File: config.mk
export PLATFORM = sky130hd
export DESIGN_NAME = sorted_timer_queue
export DESIGN_NICKNAME = d
export VERILOG_FILES = /design/src/design/stq_pkg.sv /design/src/design/stq_front.sv /design/src/design/stq_engine.sv /design/src/design/sorted_timer_queue.sv
export SDC_FILE = /design/constraint.sdc
export NUM_CORES = 2
export LEC_CHECK = 0
export BUFFER_PORTS_ARGS = -buffer_cell sky130_fd_sc_hd__buf_2
export CAP_MARGIN = 15
export CORE_ASPECT_RATIO = 1.25
export CORE_MARGIN = 10
export CORE_UTILIZATION = 30
export CTS_BUF_LIST = sky130_fd_sc_hd__clkbuf_2 sky130_fd_sc_hd__clkbuf_4 sky130_fd_sc_hd__clkbuf_8
export DETAILED_ROUTE_END_ITERATION = 12
export SLEW_MARGIN = 5
export SYNTH_ARGS = -nofsm -noshare
export SYNTH_HDL_FRONTEND = slang
export SYNTH_SLANG_ARGS = --single-unit
File: constraint.sdc
create_clock -name clk -period 11.97 [get_ports clk]
set_input_delay 0.5985 -clock clk [delete_from_list [all_inputs] [get_ports clk]]
set_output_delay 0.5985 -clock clk [all_outputs]
set_load 0.02 [all_outputs]
File: src/design/stq_pkg.sv
// Package with shared types and constants of the sorted timer queue.
package stq_pkg;
	localparam int NTimers  = 16;
	localparam int TimeBits = 53;
	localparam int IdW      = 4;
	localparam int CntW     = 5;
	localparam int IncW     = 32;

	typedef enum logic [1:0] {
		OP_SET   = 2'd0,
		OP_UNSET = 2'd1,
		OP_TICK  = 2'd2,
		OP_NONE  = 2'd3
	} op_t;

	typedef enum logic [1:0] {
		KIND_ACK   = 2'd0,
		KIND_FIRED = 2'd1,
		KIND_TICK  = 2'd2
	} kind_t;

	// One classified command handed from the front end to the engine.
	typedef struct packed {
		op_t                 op;
		logic [IdW-1:0]      id;
		logic [TimeBits-1:0] t;
	} cmd_t;

	typedef enum logic [2:0] {
		ST_IDLE,
		ST_FIND,
		ST_REMOVE,
		ST_SCAN,
		ST_INSERT,
		ST_FIRE,
		ST_DONE
	} state_t;
endpackage

File: src/design/stq_front.sv
// Front end: accepts input transactions and queues them as commands.
module stq_front import stq_pkg::*; (
	input  logic                clk,
	input  logic                arst_n,
	input  logic                in_valid,
	output logic                in_ready,
	input  logic [1:0]          op,
	input  logic [IdW-1:0]      timer_id,
	input  logic [TimeBits-1:0] set_time,
	output logic                cmd_valid,
	input  logic                cmd_ready,
	output cmd_t                cmd
);
	// Two-entry queue between the front end and the engine.
	cmd_t       buf_q [2];
	logic       wr_q, rd_q;
	logic [1:0] cnt_q;
	logic       push, pop;

	assign in_ready  = (cnt_q != 2'd2);
	assign cmd_valid = (cnt_q != 2'd0);
	assign cmd       = buf_q[rd_q];
	assign push      = in_valid && in_ready;
	assign pop       = cmd_valid && cmd_ready;

	always_ff @(posedge clk or negedge arst_n) begin
		if (!arst_n) begin
			wr_q  <= 1'b0;
			rd_q  <= 1'b0;
			cnt_q <= 2'd0;
		end else begin
			if (push) wr_q <= ~wr_q;
			if (pop) rd_q <= ~rd_q;
			cnt_q <= cnt_q + {1'b0, push} - {1'b0, pop};
		end
	end

	// Payload storage; the command is classified by its op code here.
	always_ff @(posedge clk) begin
		if (push) begin
			buf_q[wr_q].op <= op_t'(op);
			buf_q[wr_q].id <= timer_id;
			buf_q[wr_q].t  <= set_time;
		end
	end
endmodule

File: src/design/stq_engine.sv
// Engine: keeps the sorted slot list and executes set, unset and tick commands.
module stq_engine import stq_pkg::*; (
	input  logic                clk,
	input  logic                arst_n,
	input  logic                cfg_we,
	input  logic [IncW-1:0]     cfg_wdata,
	input  logic                cmd_valid,
	output logic                cmd_ready,
	input  cmd_t                cmd,
	output logic                out_valid,
	input  logic                out_ready,
	output logic [1:0]          kind,
	output logic [IdW-1:0]      timer_id_res,
	output logic [TimeBits-1:0] time_value,
	output logic                last
);
	state_t              state_q, state_d;
	logic [IncW-1:0]     inc_q;
	logic [TimeBits-1:0] now_q;
	logic [TimeBits-1:0] dl_q [NTimers];
	logic [NTimers-1:0]  armed_q;
	logic [IdW-1:0]      ord_q [NTimers];
	logic [CntW-1:0]     cnt_q;
	cmd_t                cur_q;
	logic [TimeBits-1:0] next_q;
	logic [CntW-1:0]     pos_q;

	logic                ovalid_q;
	logic [1:0]          okind_q;
	logic [IdW-1:0]      oid_q;
	logic [TimeBits-1:0] otime_q;
	logic                olast_q;

	logic                out_free;
	logic                fire_go;
	logic                done_go;
	logic [IdW-1:0]      head_id;
	logic [IdW-1:0]      pos_id;
	logic [IdW-1:0]      pos_i;
	logic                pos_end;

	// The addressed slot id survives the insertion ripple here.
	logic [IdW-1:0] cmd_id_keep;
	logic [IdW-1:0] keep_q;

	assign out_free     = !ovalid_q || out_ready;
	assign out_valid    = ovalid_q;
	assign kind         = okind_q;
	assign timer_id_res = oid_q;
	assign time_value   = otime_q;
	assign last         = olast_q;
	assign cmd_ready    = (state_q == ST_IDLE);
	assign head_id      = ord_q[0];
	assign pos_i        = pos_q[IdW-1:0];
	assign pos_id       = ord_q[pos_i];
	assign pos_end      = (pos_q >= cnt_q);
	assign cmd_id_keep  = keep_q;

	// A result register load: a firing or the final result of a command.
	assign fire_go = (state_q == ST_FIRE) && out_free && (cnt_q != '0)
		&& (dl_q[head_id] < next_q);
	assign done_go = (state_q == ST_DONE) && out_free;

	// Next state selection for the command sequencer.
	always_comb begin
		state_d = state_q;
		unique case (state_q)
			ST_IDLE: begin
				if (cmd_valid) begin
					if (cmd.op == OP_TICK) state_d = ST_FIRE;
					else if ((cmd.op == OP_SET || cmd.op == OP_UNSET) && armed_q[cmd.id])
						state_d = ST_FIND;
					else if (cmd.op == OP_SET) state_d = ST_SCAN;
					else state_d = ST_DONE;
				end
			end
			ST_FIND:   if (pos_id == cur_q.id) state_d = ST_REMOVE;
			ST_REMOVE: begin
				if (pos_q + 5'd1 >= cnt_q)
					state_d = (cur_q.op == OP_SET) ? ST_SCAN : ST_DONE;
			end
			ST_SCAN:   if (pos_end || dl_q[pos_id] > cur_q.t) state_d = ST_INSERT;
			ST_INSERT: if (pos_end) state_d = ST_DONE;
			ST_FIRE: begin
				if (out_free && (cnt_q == '0 || dl_q[head_id] >= next_q)) state_d = ST_DONE;
			end
			ST_DONE:   if (out_free) state_d = ST_IDLE;
			default:   state_d = ST_IDLE;
		endcase
	end

	always_ff @(posedge clk or negedge arst_n) begin
		if (!arst_n) state_q <= ST_IDLE;
		else state_q <= state_d;
	end

	// Control registers: increment, time, armed flags, list length, output valid.
	always_ff @(posedge clk or negedge arst_n) begin
		if (!arst_n) begin
			inc_q    <= IncW'(20480);
			now_q    <= '0;
			armed_q  <= '0;
			cnt_q    <= '0;
			ovalid_q <= 1'b0;
		end else begin
			if (cfg_we) inc_q <= cfg_wdata;
			if (fire_go || done_go) ovalid_q <= 1'b1;
			else if (out_ready) ovalid_q <= 1'b0;
			unique case (state_q)
				ST_REMOVE: begin
					if (pos_q + 5'd1 >= cnt_q) begin
						cnt_q <= cnt_q - 5'd1;
						armed_q[cur_q.id] <= 1'b0;
					end
				end
				ST_INSERT: begin
					if (pos_end) begin
						cnt_q <= cnt_q + 5'd1;
						armed_q[cmd_id_keep] <= 1'b1;
					end
				end
				ST_FIRE: begin
					if (fire_go) begin
						cnt_q <= cnt_q - 5'd1;
						armed_q[head_id] <= 1'b0;
					end
				end
				ST_DONE: begin
					if (out_free) begin
						if (cur_q.op == OP_TICK) now_q <= next_q;
					end
				end
				default: ;
			endcase
		end
	end

	always_ff @(posedge clk) begin
		if (state_q == ST_IDLE) keep_q <= cmd.id;
	end

	// Datapath: list moves, deadline writes and output payload.
	always_ff @(posedge clk) begin
		case (state_q)
			ST_IDLE: begin
				cur_q  <= {cmd.op, cmd.id, (cmd.t < now_q) ? now_q : cmd.t};
				pos_q  <= '0;
				next_q <= now_q + TimeBits'(inc_q);
			end
			ST_FIND: if (pos_id != cur_q.id) pos_q <= pos_q + 5'd1;
			ST_REMOVE: begin
				if (pos_q + 5'd1 >= cnt_q) pos_q <= '0;
				else begin
					ord_q[pos_i] <= ord_q[IdW'(pos_q + 5'd1)];
					pos_q <= pos_q + 5'd1;
				end
			end
			ST_SCAN: if (!(pos_end || dl_q[pos_id] > cur_q.t)) pos_q <= pos_q + 5'd1;
			ST_INSERT: begin
				// Ripple the new id toward the tail, one swap per cycle.
				if (!pos_end) begin
					ord_q[pos_i] <= cur_q.id;
					cur_q.id <= pos_id;
					pos_q <= pos_q + 5'd1;
				end else begin
					ord_q[pos_i] <= cur_q.id;
					dl_q[cmd_id_keep] <= cur_q.t;
				end
			end
			ST_FIRE: begin
				if (fire_go) begin
					okind_q <= KIND_FIRED;
					oid_q   <= head_id;
					otime_q <= dl_q[head_id];
					olast_q <= 1'b0;
					for (int i = 0; i < NTimers - 1; i++) ord_q[i] <= ord_q[i+1];
				end
			end
			ST_DONE: begin
				if (out_free) begin
					olast_q <= 1'b1;
					if (cur_q.op == OP_TICK) begin
						okind_q <= KIND_TICK;
						oid_q   <= '0;
						otime_q <= next_q;
					end else begin
						okind_q <= KIND_ACK;
						oid_q   <= cmd_id_keep;
						otime_q <= now_q;
					end
				end
			end
			default: ;
		endcase
	end

`ifndef ASSERT_OFF
	a_cnt_range: assert property (@(posedge clk) disable iff (!arst_n)
		cnt_q <= CntW'(NTimers)) else $error("list length above slot count");
	a_cnt_armed: assert property (@(posedge clk) disable iff (!arst_n)
		state_q == ST_IDLE |-> $countones(armed_q) == int'(cnt_q))
		else $error("armed flags disagree with list length");
	a_last_idle: assert property (@(posedge clk) disable iff (!arst_n)
		ovalid_q && olast_q && okind_q != KIND_FIRED |-> $past(state_q) == ST_DONE
		|| !$past(out_ready)) else $error("final result outside completion");
`endif
endmodule

File: src/design/sorted_timer_queue.sv
// Top level of the sorted timer queue.
// Input channel: in_valid/in_ready carry op, timer_id and set_time.
// Output channel: out_valid/out_ready carry kind, timer_id_res, time_value, last.
// cfg_we/cfg_wdata write the tick increment (reset 20480); write only when idle.
// A two-entry command queue decouples input from the sequencing engine and
// registers each command before the engine takes it.
// After the engine takes a command: unset of an armed slot finds it and shifts
// later entries over it; set removes an armed slot first, then scans for its place
// and ripples the new id in; a tick fires each due slot, then reports the tick;
// unset of an unarmed slot or op 3 goes straight to its registered final result.
// Reset clears time, armed flags and list length; nothing needs a clearing pass.
// When the receiver stalls, the engine holds its result and waits; the queue
// keeps accepting until two commands are pending.
module sorted_timer_queue import stq_pkg::*; (
	input  logic                clk,
	input  logic                arst_n,
	input  logic                cfg_we,
	input  logic [IncW-1:0]     cfg_wdata,
	input  logic                in_valid,
	output logic                in_ready,
	input  logic [1:0]          op,
	input  logic [IdW-1:0]      timer_id,
	input  logic [TimeBits-1:0] set_time,
	output logic                out_valid,
	input  logic                out_ready,
	output logic [1:0]          kind,
	output logic [IdW-1:0]      timer_id_res,
	output logic [TimeBits-1:0] time_value,
	output logic                last
);
	cmd_t cmd;
	logic cmd_valid, cmd_ready;

	stq_front u_front (
		.clk, .arst_n, .in_valid, .in_ready, .op, .timer_id, .set_time,
		.cmd_valid, .cmd_ready, .cmd
	);

	stq_engine u_engine (
		.clk, .arst_n, .cfg_we, .cfg_wdata, .cmd_valid, .cmd_ready, .cmd,
		.out_valid, .out_ready, .kind, .timer_id_res, .time_value, .last
	);
endmodule
Word-level counts from Yosys, hierarchy flattened
Memories as Yosys holds them, arrays and structs flattened. A register that Yosys moved wholly into a read port is not among the register bits.
Cells that the tools add are included.

storage, ports and cells
  register bits = 295
  latch bits = 0
  RAM bits = 1030
  bits in read-only memories = 0
  input port bits = 96
  output and inout port bits = 62
  logic and storage cells = 181
  memories kept = 3

operators by class
  $add $sub $neg = 6
  multiply operators = 0
  div/mod/pow operators = 0
  magnitude comparators = 13
  equality and inequality tests = 23
  shift-type cells = 0
  mux-type cells = 73
  bitwise logic cells = 9
  reduce and logical (&&, ||, !) cells = 35

memories
  memory          depth  width  read ports  clocked after Yosys merged registers in  write ports  RTL line          RTL
  u_engine.dl_q   16     53     2           0                                        1            stq_engine.sv:20  logic [TimeBits-1:0] dl_q [NTimers];
  u_front.buf_q   2      59     1           0                                        1            stq_front.sv:15   cmd_t buf_q [2];
  u_engine.ord_q  16     4      18          1                                        15           stq_engine.sv:22  logic [IdW-1:0] ord_q [NTimers];

operators with widths
  kind                                                   number
  2-to-1 mux 53 bit                                      4
  < comparator 53 bit                                    2
  case mux 53 bit (2 select lines)                       1
  adder 53 x 32 -> 53 bit                                1
  >= comparator 53 bit                                   1
  > comparator 53 bit                                    1
  2-to-1 mux 16 bit                                      3
  case mux 16 bit (3 select lines)                       1
  2-to-1 mux 4 bit                                       9
  2-to-1 mux 5 bit                                       7
  2-to-1 mux 3 bit                                       11
  AND 16 bit                                             2
  inverter 16 bit                                        2
  case mux 5 bit (5 select lines)                        1
  2-to-1 mux 1 bit                                       23
  case mux 3 bit (7 select lines)                        1
  < comparator 4 x 5 -> 1 bit, second input constant     4
  inequality test 2 x 1 -> 1 bit, second input constant  8
  bitwise OR 16 bit                                      1
  case mux 4 bit (2 select lines)                        2
  case mux 5 bit (3 select lines)                        1
  demux 1 bit (select 4 bit)                             3
  >= comparator 4 x 1 -> 1 bit, second input constant    3
  logical AND 1 bit                                      11
  32 further kinds                                       56

Depth between registers and ports, before layout
  depth in word-level cells = 10
  mapped depth = 22
  gate-level depth less buffers = 18

Hierarchy
From an unflattened synthesis, not the netlist that was laid out.

second synthesis, totals
  cells, all modules = 4017
  area, all modules = 65360.2 um^2

by module, submodules not included
  module      times used  cells an instance  area an instance (um^2)  seq. area each (um^2)
  stq_engine  1           3811               60884.6                  35656.7
  stq_front   1           206                4475.5                   3643.5

Least setup slack after synthesis
Ideal clock, no wire load.

  path type = flip-flop to flip-flop
  start = register u_engine.state_q[1]
  end = register u_engine.state_q[2]
  library setup time = 0.079 ns
  data arrival time = 9.780 ns
  data required time = 11.891 ns
  setup slack = 2.111 ns
  cell stages (with the launch flop) = 8
  path buffers = 1
  clock period less this slack = 9.859 ns
  cell sequence = dfrtp_1 > clkbuf_1 > nor3_1 > a22oi_1 > nand2_1 > o21bai_1 > a41o_1 > a2bb2oi_1

on the way
  longest elaborated chain between the ends = 3
  elaborated cells on any way between the ends = 16
  classes of those cells = eq/ne (13); mux (1); reduce/logical (2)

ends and longest elaborated chain
  element                                                                                          RTL line          RTL
  start: declaration                                                                               stq_engine.sv:17  state_t state_q, state_d;
  start signal: assignment                                                                         stq_engine.sv:94  else state_q <= state_d;
  equality test 3 bit, or another cell as far along                                                stq_engine.sv:67  unique case (state_q)
  inequality test 2 x 1 -> 1 bit (no source line) / inequality test 2 bit (equally long branches)  --
  AND reduction 7 bit (no source line)                                                             --

Several ways; a longest one is shown, not always the timed one.
A chain may end at the register's enable or synchronous reset.

==> results by group <==
Global route
  – Largest net degree at the start of global routing: 115
  – Gr ovfl total: 0
  – Vias in the first global route: 40,400
  – Initial antenna violation count: 3
  – Total GRT Usage: 0.154
  – Global-route wire length before repair: 273 mm

Power
  – Peak VDD IR: 0.352 mV
  – LEAKAGE: 25.6 nW
  – Power Density: 305 mW/mm²

Worst hold path
  – Min-delay worst type: in -> async

Clock tree
  – CTS Sinks: 1,329
  – CTS buffer count: 212
  – Clock-pin slew on the worst setup and hold paths: 0.06 ns
  – CTS tree: done
  – Later-pin clock latency in the skew report: 0.97 ns
  – Max Buffers Root-to-Sink: 3
  – Clk Tree Root Cell: clkbuf_8
  – CTS HTree Levels: 4

Routing
  – DR pass1 iterations: 6
  – Initial DRC Count: 4,034
  – Via Count: 39,200
  – WL/cell: 25.2 µm
  – Routed Antenna Nets: 0
  – Vias per cell: 5.29
  – Drc violations: 0
  – Routed wire length: 187 mm

Floorplan
  – Die Y: 540 µm
  – Num rows: 191
  – Io pins: 158
  – Die W: 436 µm
  – Core Box Area: 0.216 mm²
  – Starting Density: 0.301
  – Die area: 0.236 mm²

Timing
  – Final Skew: 0.0391 ns
  – RSZ-0062 raised after global routing: false
  – TNS Setup: 0 ns
  – Final period util: 0.691
  – Final hold viol count: 0
  – Max Clk Rate: 121 MHz
  – Final worst path period need: 8.27 ns
  – Max-slew violations: 0
  – Slew margin rel.: 0.195
  – Worst-margin pin slew: 1.17 ns
  – Final setup fails: 0
  – WHS: 0.0862 ns

Placement
  – # port buffers: 157
  – GP Congestion: 0.834
  – Hpwl dp: 116 mm

Synthesis
  – Register area share after synthesis: 0.605
  – Post-Synthesis Cells: 4,030
  – Top_reg_cell synth: edfxtp_1
  – Syn Area/Cell: 16.1 µm²
  – Post-synthesis cell type count: 70
  – Post-synth ARST share: 0.0858
  – Mapped Area: 0.0650 mm²
  – Post-synth EDFFs: 1,211
  – Flops & latches, synth: 1,329
  – Synthesis Warnings: 0
  – Syn_nets: 4,337

Final layout
  – Ratio of cells with drive above 1 in the final layout: 0.281
  – Fill cells: 20,600
  – FF/Latch Area: 0.0393 mm²
  – Area delta synth->final: 14.7%
  – Footprint of the multi-input gates: 0.0242 mm²
  – Final Net Count: 4,653

Worst setup path
  – Cell Chain, Critical Path: mux4_2, mux2_2, mux2_8, buf_12, buf_4, mux4_2, nor2b_1, a211oi_1, a21oi_1, ha_1, nand4_1, nor4_1, buf_4, nand3_1, nor4_1, o21a_1, mux2i_1, o22ai_2, mux2_2
  – CP Data Arrival Time: 9.11 ns
  – Critical path capture point type: register
  – Crit-path max cell delay: 0.99 ns
  – Worst Setup Path Type: reg -> reg
  – Crit start category: register
  – R2R cell count: 19
  – Worst Path Required: 12.81 ns
  – Crit path depth: 19
  – Worst Path Max Fanout: 85
  – R2r setup slk: 3.70 ns
  – Crit path buf inv count: 3
  – CP delay by family, top: multiplexers
  – CP max stage cell: nor4_1

Flow run
  – MaxCap Viol Count: 0

Outcome
  – Outcome: finished, final reports clean
[layer usage]
layer  wire, µm  GRT usage  part of all wire
met3      14100     0.0266             0.076
met4       7510     0.0648             0.040
met2      89900      0.252              0.48
met5          0          0                 0
met1      75100      0.200              0.40
[per-stage QoR]
step / util / instance area, µm² / power (W) / cells / setup WS [ns]
2_1_floorplan: - / 65000 / 0.0153 / 4030 / 2.11
3_3_place_gp: 0.321 / 69300 / 0.0188 / 6933 / 3.56
3_5_place_dp: 0.321 / 69300 / 0.0189 / 6933 / 3.56
4_1_cts: 0.345 / 74500 / 0.0229 / 7413 / 3.49
5_1_grt: 0.345 / 74600 / 0.0241 / 7418 / 3.13
6_report: 0.345 / 74600 / 0.0228 / 7418 / 3.70
[sequential cells by signal, indices dropped and copies added, names as in the netlist, 3 cells and up, named ones only]
name	count
u_engine.next_q	53
u_engine.armed_q	16
u_engine.state_q	3
u_engine.cnt_q	5
u_engine.inc_q	32
u_engine.timer_id_res	4
u_engine.time_value	53
u_engine.now_q	53
u_engine.cur_q	59
u_engine.pos_q	5
u_engine.cmd_id_keep	4
u_engine.ord_q	64
u_front.buf_q	118
u_engine.dl_q	848
[how the worst min path moves through the flow]
| stage | to | slack (ns) | cells past startpoint |
|---|---|---|---|
| 6_report | u_engine.now_q[5] | 0.09 | 2 |
| 5_1_grt | u_engine.now_q[5] | 0.05 | 2 |
| 4_1_cts | u_engine.now_q[0] | 0.02 | 2 |
| 3_5_place_dp | u_engine.cnt_q[4] | 0.47 | 1 |
| 3_3_place_gp | u_engine.cnt_q[4] | 0.47 | 1 |
| 2_1_floorplan | u_engine.armed_q[0] | 0.30 | 0 |
[kinds of logic (layout without fill, tap and decap cells)]
group | Yosys count | after routing | synth area share
multiplexers | 748 | 748 | 0.216
buffers and inverters | 432 | 921 | 0.0270
other | 0 | 4 | 0
AND/OR/NAND/NOR | 604 | 604 | 0.0427
AO/OA/AOI/OAI | 645 | 645 | 0.0608
XOR/XNOR | 61 | 61 | 0.00822
adder cells (fa/ha/maj) | 211 | 211 | 0.0408
flip-flops | 1329 | 1329 | 0.605
[Yosys cell counts (7+ instances only)]
cell / instances / share of area
a211oi_1: 62 / 0.0072
a21o_1: 36 / 0.0042
a21oi_1: 223 / 0.017
a221oi_1: 7 / 0.00094
a22oi_1: 12 / 0.0014
buf_1: 42 / 0.0024
buf_2: 33 / 0.0025
buf_6: 11 / 0.0019
clkbuf_1: 139 / 0.0080
dfrtp_1: 112 / 0.043
edfxtp_1: 1211 / 0.56
ha_1: 209 / 0.040
inv_1: 201 / 0.012
mux2_2: 147 / 0.025
mux2i_1: 93 / 0.014
mux4_2: 508 / 0.18
nand2_1: 232 / 0.013
nand2b_1: 18 / 0.0017
nand3_1: 44 / 0.0034
nand4_1: 30 / 0.0029
nor2_1: 148 / 0.0085
nor2b_1: 66 / 0.0064
nor3_1: 23 / 0.0018
nor4_1: 11 / 0.0011
o211ai_1: 12 / 0.0014
o21a_1: 68 / 0.0079
o21ai_0: 153 / 0.012
o21bai_1: 7 / 0.00081
o22a_1: 8 / 0.0011
xnor2_1: 47 / 0.0063
xor2_1: 14 / 0.0019
[power by group]
part	total (W)	switching, W	internal [W]
Sequential	0.00709	0.000700	0.00639
Clock	0.00398	0.00184	0.00213
Combinational	0.0117	0.00668	0.00502
[final cells by class]
| type | instances | share of cell area |
|---|---|---|
| inverter | 204 | 0.0103 |
| tap | 2895 | 0.0486 |
| sequential | 1329 | 0.527 |
| antenna | 4 | 0.000134 |
| clock inverter | 75 | 0.00688 |
| clock buffer | 312 | 0.0504 |
| timing repair buffer | 330 | 0.0325 |
| multi-input combinational | 2269 | 0.324 |
[worst reg2reg max path: stages, from the launching register on]
cell and delay, ns:
dfxtp_1 0.98, mux4_2 0.38, mux2_2 0.19, mux2_8 0.55
buf_12 0.64, buf_4 0.63, mux4_2 0.61, nor2b_1 0.14
a211oi_1 0.24, a21oi_1 0.12, ha_1 0.39, nand4_1 0.19
nor4_1 0.32, buf_4 0.21, nand3_1 0.24, nor4_1 1.00
o21a_1 0.39, mux2i_1 0.14, o22ai_2 0.43, mux2_2 0.39
[what timing repair did]
action,CTS,global route
buffers inserted,0,0
hold buffers,93,0
resized for setup,0,0
hold endpoints to repair,167,0
[placed cells by master (no fill, tap or decap), drive strengths merged, types with 14 or more instances in the layout]
cell | synthesis | final
a21oi | 223 | 223
nor2 | 148 | 148
o21a | 68 | 68
nand3 | 44 | 44
xnor2 | 47 | 47
inv | 201 | 204
xor2 | 14 | 14
clkbuf | 139 | 312
dfrtp | 112 | 112
o21ai | 157 | 157
dlygate4sd3 | 0 | 93
buf | 89 | 237
mux4 | 508 | 508
edfxtp | 1211 | 1211
a211oi | 62 | 62
nand4 | 30 | 30
mux2i | 93 | 93
mux2 | 147 | 147
nand2 | 232 | 232
clkinv | 3 | 66
ha | 209 | 209
nand2b | 18 | 18
nor2b | 66 | 66
a21o | 36 | 36
nor3 | 23 | 23
No activity file was read; power rests on OpenSTA's default activity.
